## config.mk

```make
export PLATFORM = sky130hd
export DESIGN_NAME = modular_inverse_unit
export DESIGN_NICKNAME = d
export VERILOG_FILES = /design/src/sv/miu_pkg.sv /design/src/sv/miu_step.sv /design/src/sv/modular_inverse_unit.sv
export SDC_FILE = /design/constraint.sdc
export NUM_CORES = 1
export LEC_CHECK = 0
export ABC_AREA = 1
export ABC_CLOCK_PERIOD_IN_PS = 4900
export BUFFER_PORTS_ARGS = -buffer_cell sky130_fd_sc_hd__buf_2
export CAP_MARGIN = 5
export CORE_ASPECT_RATIO = 0.6
export CORE_UTILIZATION = 50
export CTS_BUF_LIST = sky130_fd_sc_hd__clkbuf_8
export CTS_CLUSTER_DIAMETER = 30
export DETAILED_ROUTE_END_ITERATION = 7
export PLACE_DENSITY = 0.65
export SLEW_MARGIN = 20
export SYNTH_ARGS = -nofsm -noshare
export SYNTH_HDL_FRONTEND = slang
export SYNTH_HIERARCHICAL = 1
export SYNTH_SLANG_ARGS = --single-unit
```

## constraint.sdc

```tcl
create_clock -name clk_i -period 4.9 [get_ports clk_i]
set_input_delay 0.49 -clock clk_i [delete_from_list [all_inputs] [get_ports clk_i]]
set_output_delay 0.49 -clock clk_i [all_outputs]
set_load 0.02 [all_outputs]
```

## src/sv/miu_pkg.sv

```systemverilog
package miu_pkg;

  // Modulus after reset, truncated to the data width where it is used.
  localparam int unsigned ModResetValue = 256;

  // Sequencer states, one-hot.
  typedef enum logic [5:0] {
    StIdle   = 6'b000001,
    StReduce = 6'b000010,
    StTest   = 6'b000100,
    StDiv    = 6'b001000,
    StUpd    = 6'b010000,
    StDone   = 6'b100000
  } state_e;

endpackage

```

## src/sv/miu_step.sv

```systemverilog
// One step of the shared unit: a restoring division bit and, beside it,
// one Horner step of the quotient times coefficient product modulo m.
module miu_step #(
  parameter int unsigned DATA_WIDTH = 16
) (
  input  logic [DATA_WIDTH-1:0] rem_i,
  input  logic                  bit_i,
  input  logic [DATA_WIDTH-1:0] divisor_i,
  input  logic [DATA_WIDTH-1:0] acc_i,
  input  logic                  qbit_i,
  input  logic [DATA_WIDTH-1:0] mult_i,
  input  logic [DATA_WIDTH-1:0] mod_i,
  output logic [DATA_WIDTH-1:0] rem_o,
  output logic                  qbit_o,
  output logic [DATA_WIDTH-1:0] acc_o
);

  logic [DATA_WIDTH:0] shifted;
  logic [DATA_WIDTH:0] diff;
  logic [DATA_WIDTH:0] dbl;
  logic [DATA_WIDTH:0] dbl_red;
  logic [DATA_WIDTH:0] sum;
  logic [DATA_WIDTH:0] mod_ext;

  assign mod_ext = {1'b0, mod_i};

  // Division: bring in the next dividend bit and subtract if it fits.
  always_comb begin
    shifted = {rem_i, bit_i};
    diff    = shifted - {1'b0, divisor_i};
    qbit_o  = (shifted >= {1'b0, divisor_i});
    rem_o   = qbit_o ? diff[DATA_WIDTH-1:0] : shifted[DATA_WIDTH-1:0];
  end

  // Product: acc = (2 * acc + qbit * mult) mod m, with acc and mult below m.
  always_comb begin
    dbl     = {acc_i, 1'b0};
    dbl_red = (dbl >= mod_ext) ? (dbl - mod_ext) : dbl;
    sum     = dbl_red + (qbit_i ? {1'b0, mult_i} : '0);
    acc_o   = (sum >= mod_ext) ? sum[DATA_WIDTH-1:0] - mod_i : sum[DATA_WIDTH-1:0];
  end

endmodule

```

## src/sv/modular_inverse_unit.sv

```systemverilog
// Channel   Direction  Signals                                  Moves per transfer
// ------    ---------  ---------------------------------------  ----------------------
// config    in         cfg_valid_i  cfg_ready_o  cfg_modulus_i  new modulus
// input     in         in_valid_i   in_ready_o   value_i        value to invert
// output    out        out_valid_o  out_ready_i  inverse_o,     inverse and flag
//                                                has_inverse_o
//
// Steps: the value is first reduced modulo m, then each Euclid round runs a
// test, a divide and an update step. A 16-bit item needs at most 22 rounds,
// all on the single division and modular multiply step unit. A modulus below
// two skips the search and goes straight to the done state.
// Reset puts the modulus at 256 and the sequencer idle with no result pending.
// Input and configuration are taken only while idle, and an offered
// configuration write holds the input off in that cycle. A finished result
// waits in the output register, and a new item may be taken while it waits.
module modular_inverse_unit #(
  parameter int unsigned DATA_WIDTH = 16
) (
  input  logic                  clk_i,
  input  logic                  rst_ni,
  input  logic                  cfg_valid_i,
  output logic                  cfg_ready_o,
  input  logic [DATA_WIDTH-1:0] cfg_modulus_i,
  input  logic                  in_valid_i,
  output logic                  in_ready_o,
  input  logic [DATA_WIDTH-1:0] value_i,
  output logic                  out_valid_o,
  input  logic                  out_ready_i,
  output logic [DATA_WIDTH-1:0] inverse_o,
  output logic                  has_inverse_o
);

  import miu_pkg::*;

  localparam int unsigned CntWidth = $clog2(DATA_WIDTH + 1);
  localparam logic [DATA_WIDTH-1:0] ModReset = DATA_WIDTH'(ModResetValue);
  localparam logic [CntWidth-1:0] CntLastBit = CntWidth'(DATA_WIDTH - 1);
  localparam logic [CntWidth-1:0] CntFlush = CntWidth'(DATA_WIDTH);

  state_e state_q, state_d;

  logic [DATA_WIDTH-1:0] mod_q;
  logic [DATA_WIDTH-1:0] r0_q, r0_d, r1_q, r1_d;
  logic [DATA_WIDTH-1:0] t0_q, t0_d, t1_q, t1_d;
  logic [DATA_WIDTH-1:0] rem_q, rem_d, div_q, div_d;
  logic [DATA_WIDTH-1:0] acc_q, acc_d;
  logic                  qbit_q, qbit_d;
  logic [CntWidth-1:0]   cnt_q, cnt_d;
  logic [DATA_WIDTH-1:0] res_inv_q, res_inv_d;
  logic                  res_ok_q, res_ok_d;
  logic                  out_valid_q, out_valid_d;
  logic [DATA_WIDTH-1:0] inverse_q, inverse_d;
  logic                  has_inverse_q, has_inverse_d;

  logic [DATA_WIDTH-1:0] step_divisor;
  logic [DATA_WIDTH-1:0] step_rem;
  logic                  step_qbit;
  logic [DATA_WIDTH-1:0] step_acc;
  logic [DATA_WIDTH-1:0] new_t;
  logic                  result_load;

  // The modulus divides during reduction, the old remainder during rounds.
  assign step_divisor = (state_q == StReduce) ? mod_q : r1_q;

  miu_step #(
    .DATA_WIDTH(DATA_WIDTH)
  ) u_step (
    .rem_i    (rem_q),
    .bit_i    (div_q[DATA_WIDTH-1]),
    .divisor_i(step_divisor),
    .acc_i    (acc_q),
    .qbit_i   (qbit_q),
    .mult_i   (t1_q),
    .mod_i    (mod_q),
    .rem_o    (step_rem),
    .qbit_o   (step_qbit),
    .acc_o    (step_acc)
  );

  // New coefficient t0 - q * t1 modulo m; both operands are below m.
  assign new_t = (t0_q >= acc_q) ? (t0_q - acc_q) : (t0_q + (mod_q - acc_q));

  // A configuration write goes first, so a new item always sees the new modulus.
  assign in_ready_o  = (state_q == StIdle) && !cfg_valid_i;
  assign cfg_ready_o = (state_q == StIdle);
  assign result_load = (state_q == StDone) && (!out_valid_q || out_ready_i);

  always_comb begin
    state_d   = state_q;
    r0_d      = r0_q;
    r1_d      = r1_q;
    t0_d      = t0_q;
    t1_d      = t1_q;
    rem_d     = rem_q;
    div_d     = div_q;
    acc_d     = acc_q;
    qbit_d    = qbit_q;
    cnt_d     = cnt_q;
    res_inv_d = res_inv_q;
    res_ok_d  = res_ok_q;

    case (state_q)
      StIdle: begin
        if (in_valid_i && in_ready_o) begin
          if (mod_q < DATA_WIDTH'(2)) begin
            // A modulus of zero or one has no inverses at all.
            res_inv_d = '0;
            res_ok_d  = 1'b0;
            state_d   = StDone;
          end else begin
            div_d   = value_i;
            rem_d   = '0;
            cnt_d   = '0;
            state_d = StReduce;
          end
        end
      end
      StReduce: begin
        rem_d = step_rem;
        div_d = {div_q[DATA_WIDTH-2:0], 1'b0};
        cnt_d = cnt_q + CntWidth'(1);
        if (cnt_q == CntLastBit) begin
          r0_d    = mod_q;
          r1_d    = step_rem;
          t0_d    = '0;
          t1_d    = DATA_WIDTH'(1);
          state_d = StTest;
        end
      end
      StTest: begin
        if (r1_q == '0) begin
          // Euclid is done: r0 is the gcd and t0 the coefficient.
          res_ok_d  = (r0_q == DATA_WIDTH'(1));
          res_inv_d = (r0_q == DATA_WIDTH'(1)) ? t0_q : '0;
          state_d   = StDone;
        end else begin
          div_d   = r0_q;
          rem_d   = '0;
          acc_d   = '0;
          qbit_d  = 1'b0;
          cnt_d   = '0;
          state_d = StDiv;
        end
      end
      StDiv: begin
        // The product works on the registered quotient bit, so it trails the quotient and needs a flush step.
        acc_d  = step_acc;
        cnt_d  = cnt_q + CntWidth'(1);
        if (cnt_q == CntFlush) begin
          qbit_d  = 1'b0;
          state_d = StUpd;
        end else begin
          rem_d  = step_rem;
          div_d  = {div_q[DATA_WIDTH-2:0], 1'b0};
          qbit_d = step_qbit;
        end
      end
      StUpd: begin
        r0_d    = r1_q;
        r1_d    = rem_q;
        t0_d    = t1_q;
        t1_d    = new_t;
        state_d = StTest;
      end
      StDone: begin
        if (result_load) begin
          state_d = StIdle;
        end
      end
      default: begin
        state_d = StIdle;
      end
    endcase
  end

  // Output register: loaded from the finished result, cleared on transfer.
  always_comb begin
    out_valid_d   = out_valid_q;
    inverse_d     = inverse_q;
    has_inverse_d = has_inverse_q;
    if (out_valid_q && out_ready_i) begin
      out_valid_d = 1'b0;
    end
    if (result_load) begin
      out_valid_d   = 1'b1;
      inverse_d     = res_inv_q;
      has_inverse_d = res_ok_q;
    end
  end

  always_ff @(posedge clk_i or negedge rst_ni) begin
    if (!rst_ni) begin
      state_q     <= StIdle;
      mod_q       <= ModReset;
      out_valid_q <= 1'b0;
      cnt_q       <= '0;
    end else begin
      state_q     <= state_d;
      out_valid_q <= out_valid_d;
      cnt_q       <= cnt_d;
      if (cfg_valid_i && cfg_ready_o) begin
        mod_q <= cfg_modulus_i;
      end
    end
  end

  always_ff @(posedge clk_i) begin
    r0_q          <= r0_d;
    r1_q          <= r1_d;
    t0_q          <= t0_d;
    t1_q          <= t1_d;
    rem_q         <= rem_d;
    div_q         <= div_d;
    acc_q         <= acc_d;
    qbit_q        <= qbit_d;
    res_inv_q     <= res_inv_d;
    res_ok_q      <= res_ok_d;
    inverse_q     <= inverse_d;
    has_inverse_q <= has_inverse_d;
  end

  assign out_valid_o   = out_valid_q;
  assign inverse_o     = inverse_q;
  assign has_inverse_o = has_inverse_q;

  // A result without an inverse always carries zero.
  assert property (@(posedge clk_i) disable iff (!rst_ni)
    (out_valid_o && !has_inverse_o) |-> (inverse_o == '0))
    else $error("result without inverse carries a nonzero value");

  // Coefficients stay reduced modulo the modulus while dividing.
  assert property (@(posedge clk_i) disable iff (!rst_ni)
    (state_q == StDiv) |-> ((t0_q < mod_q) && (t1_q < mod_q)))
    else $error("coefficient left the range below the modulus");

  // The partial remainder stays below the divisor after each step.
  assert property (@(posedge clk_i) disable iff (!rst_ni)
    ((state_q == StDiv) && (cnt_q != '0)) |-> (rem_q < r1_q))
    else $error("partial remainder not below divisor");

  // An accepted item keeps the block busy in the next cycle.
  assert property (@(posedge clk_i) disable iff (!rst_ni)
    (in_valid_i && in_ready_o) |=> !in_ready_o)
    else $error("input taken again right after a transfer");

endmodule

```

==> impl_metrics.csv, run 1 <==
group,metric,value,unit
setup_path,crit_end,"acc_q[2]",
setup_path,r2r_cells,27,
floorplanning,die-area,28900,µm²
floorplanning,core,27600,µm²
drt,drt-wirelength-per-cell,18.5,µm
layout,stdcell_area,16800,µm²
global_routing,grt_overflow,0,
drt,wl,44.7,mm
layout,stdcell_count,2415,
setup_path,path_class,"flop to flop",
layout,area_growth,19.5,%
setup_path,start_kind,"flop",
drt,vias,13100,
yosys,syn_area,14100,µm²
global_routing,grt_max_degree,71,
timing,slew_headroom,34.9,%
yosys,ys.flop_type,"edfxtp_1",
clock_network,clock-root-buffer,"clkbuf_8",
floorplanning,num_rows,47,
setup_path,rr_startpoint,"acc_q[0]",
timing,finalSetupViolCount,0,
yosys,ys_ff_latch,175,
clock_network,cts_inserted_buffers,17,
setup_path,endpoint_kind,"flop",
floorplanning,die_h,132,µm
placement,place_area,15300,µm²
clock_network,path_clk_slew,0.12,ns
drt,drc,0,
global_routing,grt_pass1_vias,11800,
timing,fin_crit,4.84,ns
run_status,status,"complete, no violations",
yosys,yosysWarnings,6,
yosys,synth_top_area_share,31.3,%
yosys,synth_cells,1880,
drt,postRouteAntennaNets,0,
placement,portBuffers,56,
clock_network,htreeDepth,4,
timing,fin_ws,0.0605,ns
clock_network,cts_hold_buffers,0,
yosys,synth_area_leaders,"edfxtp_1, nand2_1, ha_1, inv_1, dfrtp_1",
setup_path,r2r-end,"acc_q[2]",
timing,finalCritPeriodShare,98.8,%
setup_path,arrival,5.11,ns
placement,gp_congestion,0.944,
worst_hold_path,hp-class,"input pin to asynchronous set/reset pin",
drt,drt-vias-per-instance,5.41,
yosys,synth-seq-area-share,36.3,%
clock_network,cts_tree,"built",
clock_network,cts_buffer_depth,2,
floorplanning,die_w,219,µm
yosys,syn-num-nets,2037,
drt,drt_iter0_drc,1567,
placement,dp_hpwl,34.5,mm
setup_path,crit_required,5.17,ns
clock_network,cts_sinks,175,
yosys,yosysUniqueCellTypes,56,
layout,layout-drive-gt1-share,20.3,%
job,cap_violations,0,
timing,fin_setup_tns,0,ns
yosys,yosys.area.top_type,"edfxtp_1",
timing,max_freq,0.207,GHz
setup_path,r2r_slack,0.06,ns
timing,skew,0.0281,ns
global_routing,antenna_found_initial,3,
floorplanning,io_pins,57,
placement,pre_cts_slack,-0.218,ns
timing,hold_viol,0,
global_routing,grt_use_total,31.0,%
layout,fin_nets,2190,
global_routing,grt_pass1_wl,67.8,mm
setup_path,worstPathMaxFanout,5,
timing,worst_slew_pin_slew,0.976,ns
placement,dp.cells,2357,
timing,slew_violations,0,
yosys,synth_edf_count,147,
setup_path,startpoint,"acc_q[0]",
yosys,avgSynthCellArea,7.49,µm²
drt,dr.pass1.iters,6,
floorplanning,start_util,51.0,%
clock_network,clock_latency,0.53,ns
yosys,synthArstFlopShare,16.0,%
sequential cells by signal, indices dropped and copies added (netlist names):
register / flops
qbit_q: 1
mod_q: 16
t1_q: 16
cnt_q: 5
div_q: 16
has_inverse_o: 1
r1_q: 16
res_inv_q: 16
state_q: 6
r0_q: 16
out_valid_o: 1
rem_q: 16
t0_q: 16
acc_q: 16
res_ok_q: 1
inverse_o: 16
worst max-delay path, stage by stage (launching register included):
cell	delay (ns)
edfxtp_1	0.45
buf_4	0.17
fa_2	0.40
nand3_2	0.09
nand2_2	0.08
buf_4	0.15
a31o_2	0.24
xnor2_2	0.14
o21ai_1	0.19
ha_2	0.35
a21oi_4	0.17
o21ai_4	0.09
buf_4	0.14
a21oi_1	0.16
nand2_1	0.12
xor2_2	0.23
ha_4	0.24
nand2_2	0.07
nor2_1	0.05
and2_4	0.13
a41oi_2	0.20
buf_4	0.15
nand4_4	0.17
clkbuf_16	0.21
nand2_1	0.05
nand2_1	0.05
inv_1	0.05
nor2_1	0.04
repair_timing:
action	CTS	global route
gates resized for setup	6	170
setup endpoints to repair	16	16
cloned	0	2
endpoints found under the hold margin	0	0
buffers inserted	3	20
pin swaps	1	46
cell usage in the layout, fill, tap and decap left out, types with 9 or more instances in the layout:
master	Yosys	layout
a21oi_1	84	61
a21oi_2	6	25
a22oi_1	15	15
buf_2	17	56
buf_4	4	108
clkbuf_8	0	17
dfrtp_1	26	26
edfxtp_1	147	147
fa_1	20	18
ha_1	100	65
ha_4	0	31
inv_1	333	327
inv_2	10	15
nand2_1	540	514
nand2_2	17	40
nand3_1	81	76
nand3_2	9	13
nand3b_1	9	9
nand4_1	30	30
nor2_1	168	155
nor2_2	9	18
o21ai_0	102	89
o21ai_1	7	12
xnor2_1	19	16
xor2_1	45	37
stage by stage:
stage | hold slack (ns) | utilization, %
floorplan | 0.194 | -
global placement | 0.401 | 55.5
detailed placement | 0.405 | 55.5
CTS | 0.00926 | 57.2
global route | 0.0367 | 60.9
finish | 0.0136 | 60.9
Yosys cell counts, drive strengths merged (19+ instances only):
cell	number
a21oi	91
buf	27
dfrtp	26
edfxtp	147
fa	20
ha	100
inv	343
nand2	562
nand3	91
nand4	32
nor2	179
o21ai	110
xnor2	19
xor2	45
area by class of cell:
class	instances	area (µm²)
Multi-Input combinational cell	1321	8280
Clock buffer	17	234
Timing Repair inverter	1	8.76
Sequential cell	175	5120
Antenna cell	2	5.00
Tap cell	367	459
Timing Repair Buffer	172	1220
Inverter	345	1310
Clock inverter	15	204
Fill cell	2521	10800
logic make-up after synthesis:
group	synth area share (%)
buffers and inverters	10.9
DFF	36.3
AOI/OAI and AO/OA	9.22
xor gates and xnor gates	3.98
and+or+nand+nor	27.9
adders and majority gates	11.7
routing by layer:
metal | up-vias | global-route usage (%) | share of wire [%]
met2 | 620 | 39.2 | 38
met4 | 2 | 6.02 | 1.2
li1 | 6306 | - | -
met1 | 6107 | 50.5 | 50
met3 | 29 | 9.39 | 11
met5 | - | 0 | 0.029
worst min-delay path by stage:
stage	from	end	slack (ns)
after floorplan	rst_ni	cnt_q[0]	0.19
after global placement	res_inv_q[15]	inverse_o[15]	0.40
after detailed placement	res_inv_q[2]	inverse_o[2]	0.40
after CTS	rst_ni	cnt_q[2]	0.009
after global routing	rst_ni	cnt_q[3]	0.04
final	rst_ni	cnt_q[2]	0.01
Power of run 1 is left out: the tool's default activity adds up to more than one toggle a clock period on the data nets, which glitch-free logic cannot reach.
==> run 2: changes to the inputs <==
- CORE_ASPECT_RATIO: 0.6 -> unset
==> impl_metrics.csv, run 2 (same netlist as run 1, synthesis figures left out) <==
group,metric,value,unit
run_status,status,"complete, no violations",
clock_network,cts_sinks,175,
floorplanning,io_pins,57,
floorplanning,num_rows,61,
setup_path,slowest_stage,"dfstp_2",
layout,n_antenna_cell,0,
layout,layout-drive-gt1-share,15.6,%
clock_network,clock-root-buffer,"clkbuf_8",
setup_path,endpoint_kind,"flop",
global_routing,grt_use_total,28.1,%
drt,drt-wirelength-per-cell,16.7,µm
layout,nFillCells,2552,
drt,vias,12400,
drt,wl_met1,18.5,mm
setup_path,start_kind,"flop",
layout,layout_commonest_cell,"nand2_1",
global_routing,grt_max_degree,72,
worst_hold_path,hp-class,"input pin to asynchronous set/reset pin",
clock_network,clock_latency,0.51,ns
layout,fin_nets,2147,
timing,finalCritPeriodShare,98.6,%
global_routing,grt_pass1_vias,11500,
drt,drc,0,
global_routing,grt_overflow,0,
layout,seq_area,5120,µm²
timing,fin_crit,4.83,ns
setup_path,r2r_slack,0.07,ns
setup_path,r2r-end,"acc_q[10]",
timing,skew,0.0215,ns
setup_path,slowest_delay,0.54,ns
timing,rsz0062_at_grt,"true",
setup_path,crit_required,5.25,ns
setup_path,rr_startpoint,"mod_q[8]",
floorplanning,die-area,28800,µm²
timing,finalSetupViolCount,0,
setup_path,timing.critical_path.buf_inv,8,
timing,hold_viol,0,
setup_path,worstPathMaxFanout,16,
placement,dp_hpwl,30.7,mm
drt,met3WireLength,2.42,mm
clock_network,path_clk_slew,0.11,ns
setup_path,r2r_cells,32,
layout,area_growth,14.0,%
setup_path,cpMostUsedCell,"nand2_1",
timing,slew_violations,0,
clock_network,cts_buffer_depth,2,
drt,dr.pass1.iters,5,
timing,max_freq,0.207,GHz
drt,postRouteAntennaNets,0,
drt,top_layer,"met4",
floorplanning,core,27800,µm²
floorplanning,die_h,170,µm
timing,slew_headroom,36.1,%
floorplanning,die_w,170,µm
clock_network,cts_tree,"built",
drt,drt-vias-per-instance,5.20,
placement,gp_congestion,0.947,
drt,wl,39.7,mm
layout,final_core_util,57.8,%
drt,wl_met2,17.7,mm
job,cap_violations,0,
global_routing,antenna_found_initial,0,
setup_path,arrival,5.18,ns
timing,worst_slew_pin_slew,0.958,ns
floorplanning,start_util,50.7,%
clock_network,htreeDepth,4,
clock_network,cts_inserted_buffers,17,
layout,final_cell_mix,"nand2_1, inv_1, nor2_1",
setup_path,path_class,"flop to flop",
setup_path,critPathTopFamily,"simple AND/OR/NAND/NOR gates",
global_routing,grt_pass1_wl,61.4,mm
placement,portBuffers,56,
clock_network,cts_hold_buffers,0,
layout,multi_input_area,7910,µm²
drt,drt_iter0_drc,1213,
## run 2: cell types whose count changed in the layout (fill, tap and decap cells not counted), moves of 6 or more
cell	delta
buf_4	-39
nand2_1	+20
nand2_2	-18
ha_4	-13
a21oi_1	+9
ha_1	+9
o21ai_0	+8
a21oi_2	-6
## run 2: worst max-delay path by stage
stage / start / endpoint / slack [ns] / cells after the start
2_1_floorplan: state_q[0] / r0_q[0] / 0.11 / 7
3_3_place_gp: mod_q[8] / acc_q[5] / -0.13 / 29
3_5_place_dp: mod_q[8] / acc_q[1] / -0.19 / 29
4_1_cts: mod_q[8] / acc_q[11] / 0.002 / 31
5_1_grt: mod_q[13] / acc_q[10] / -0.11 / 31
6_report: mod_q[8] / acc_q[10] / 0.07 / 32
## run 2: layout make-up
class / instances / area share, %
clock inverters: 15 / 1.05
repair buffers: 129 / 5.36
flip-flops and latches: 175 / 31.9
multi-input cells: 1322 / 49.2
inverters: 345 / 8.10
clock buffers: 17 / 1.46
well taps: 378 / 2.95
## run 2: layer usage
layer,global-route usage (%),up-vias
met2,43.9,373
met5,0,-
met4,9.60,0
li1,-,6224
met3,4.26,53
met1,39.6,5722
## run 2: repair_timing
| action | in CTS | in global routing |
|---|---|---|
| setup endpoints to repair | 16 | 16 |
| resized for setup | 8 | 78 |
| cloned | 1 | 0 |
| buffers inserted | 2 | 6 |
| pin swaps | 3 | 14 |
## run 2: stage by stage
step                      setup TNS, ns  std cells  cell area (µm²)  setup slack, ns  hold slack (ns)
after floorplan                       0       1880            14100            0.109            0.194
after CTS                             0       2375            15600          0.00216           0.0542
after global placement            -2.00       2340            15100           -0.129            0.401
final                                 0       2381            16100           0.0666           0.0458
after detailed placement          -2.57       2340            15100           -0.190            0.407
after global routing              -1.13       2381            16100           -0.107           0.0825
Power of run 2 is left out for the same reason.
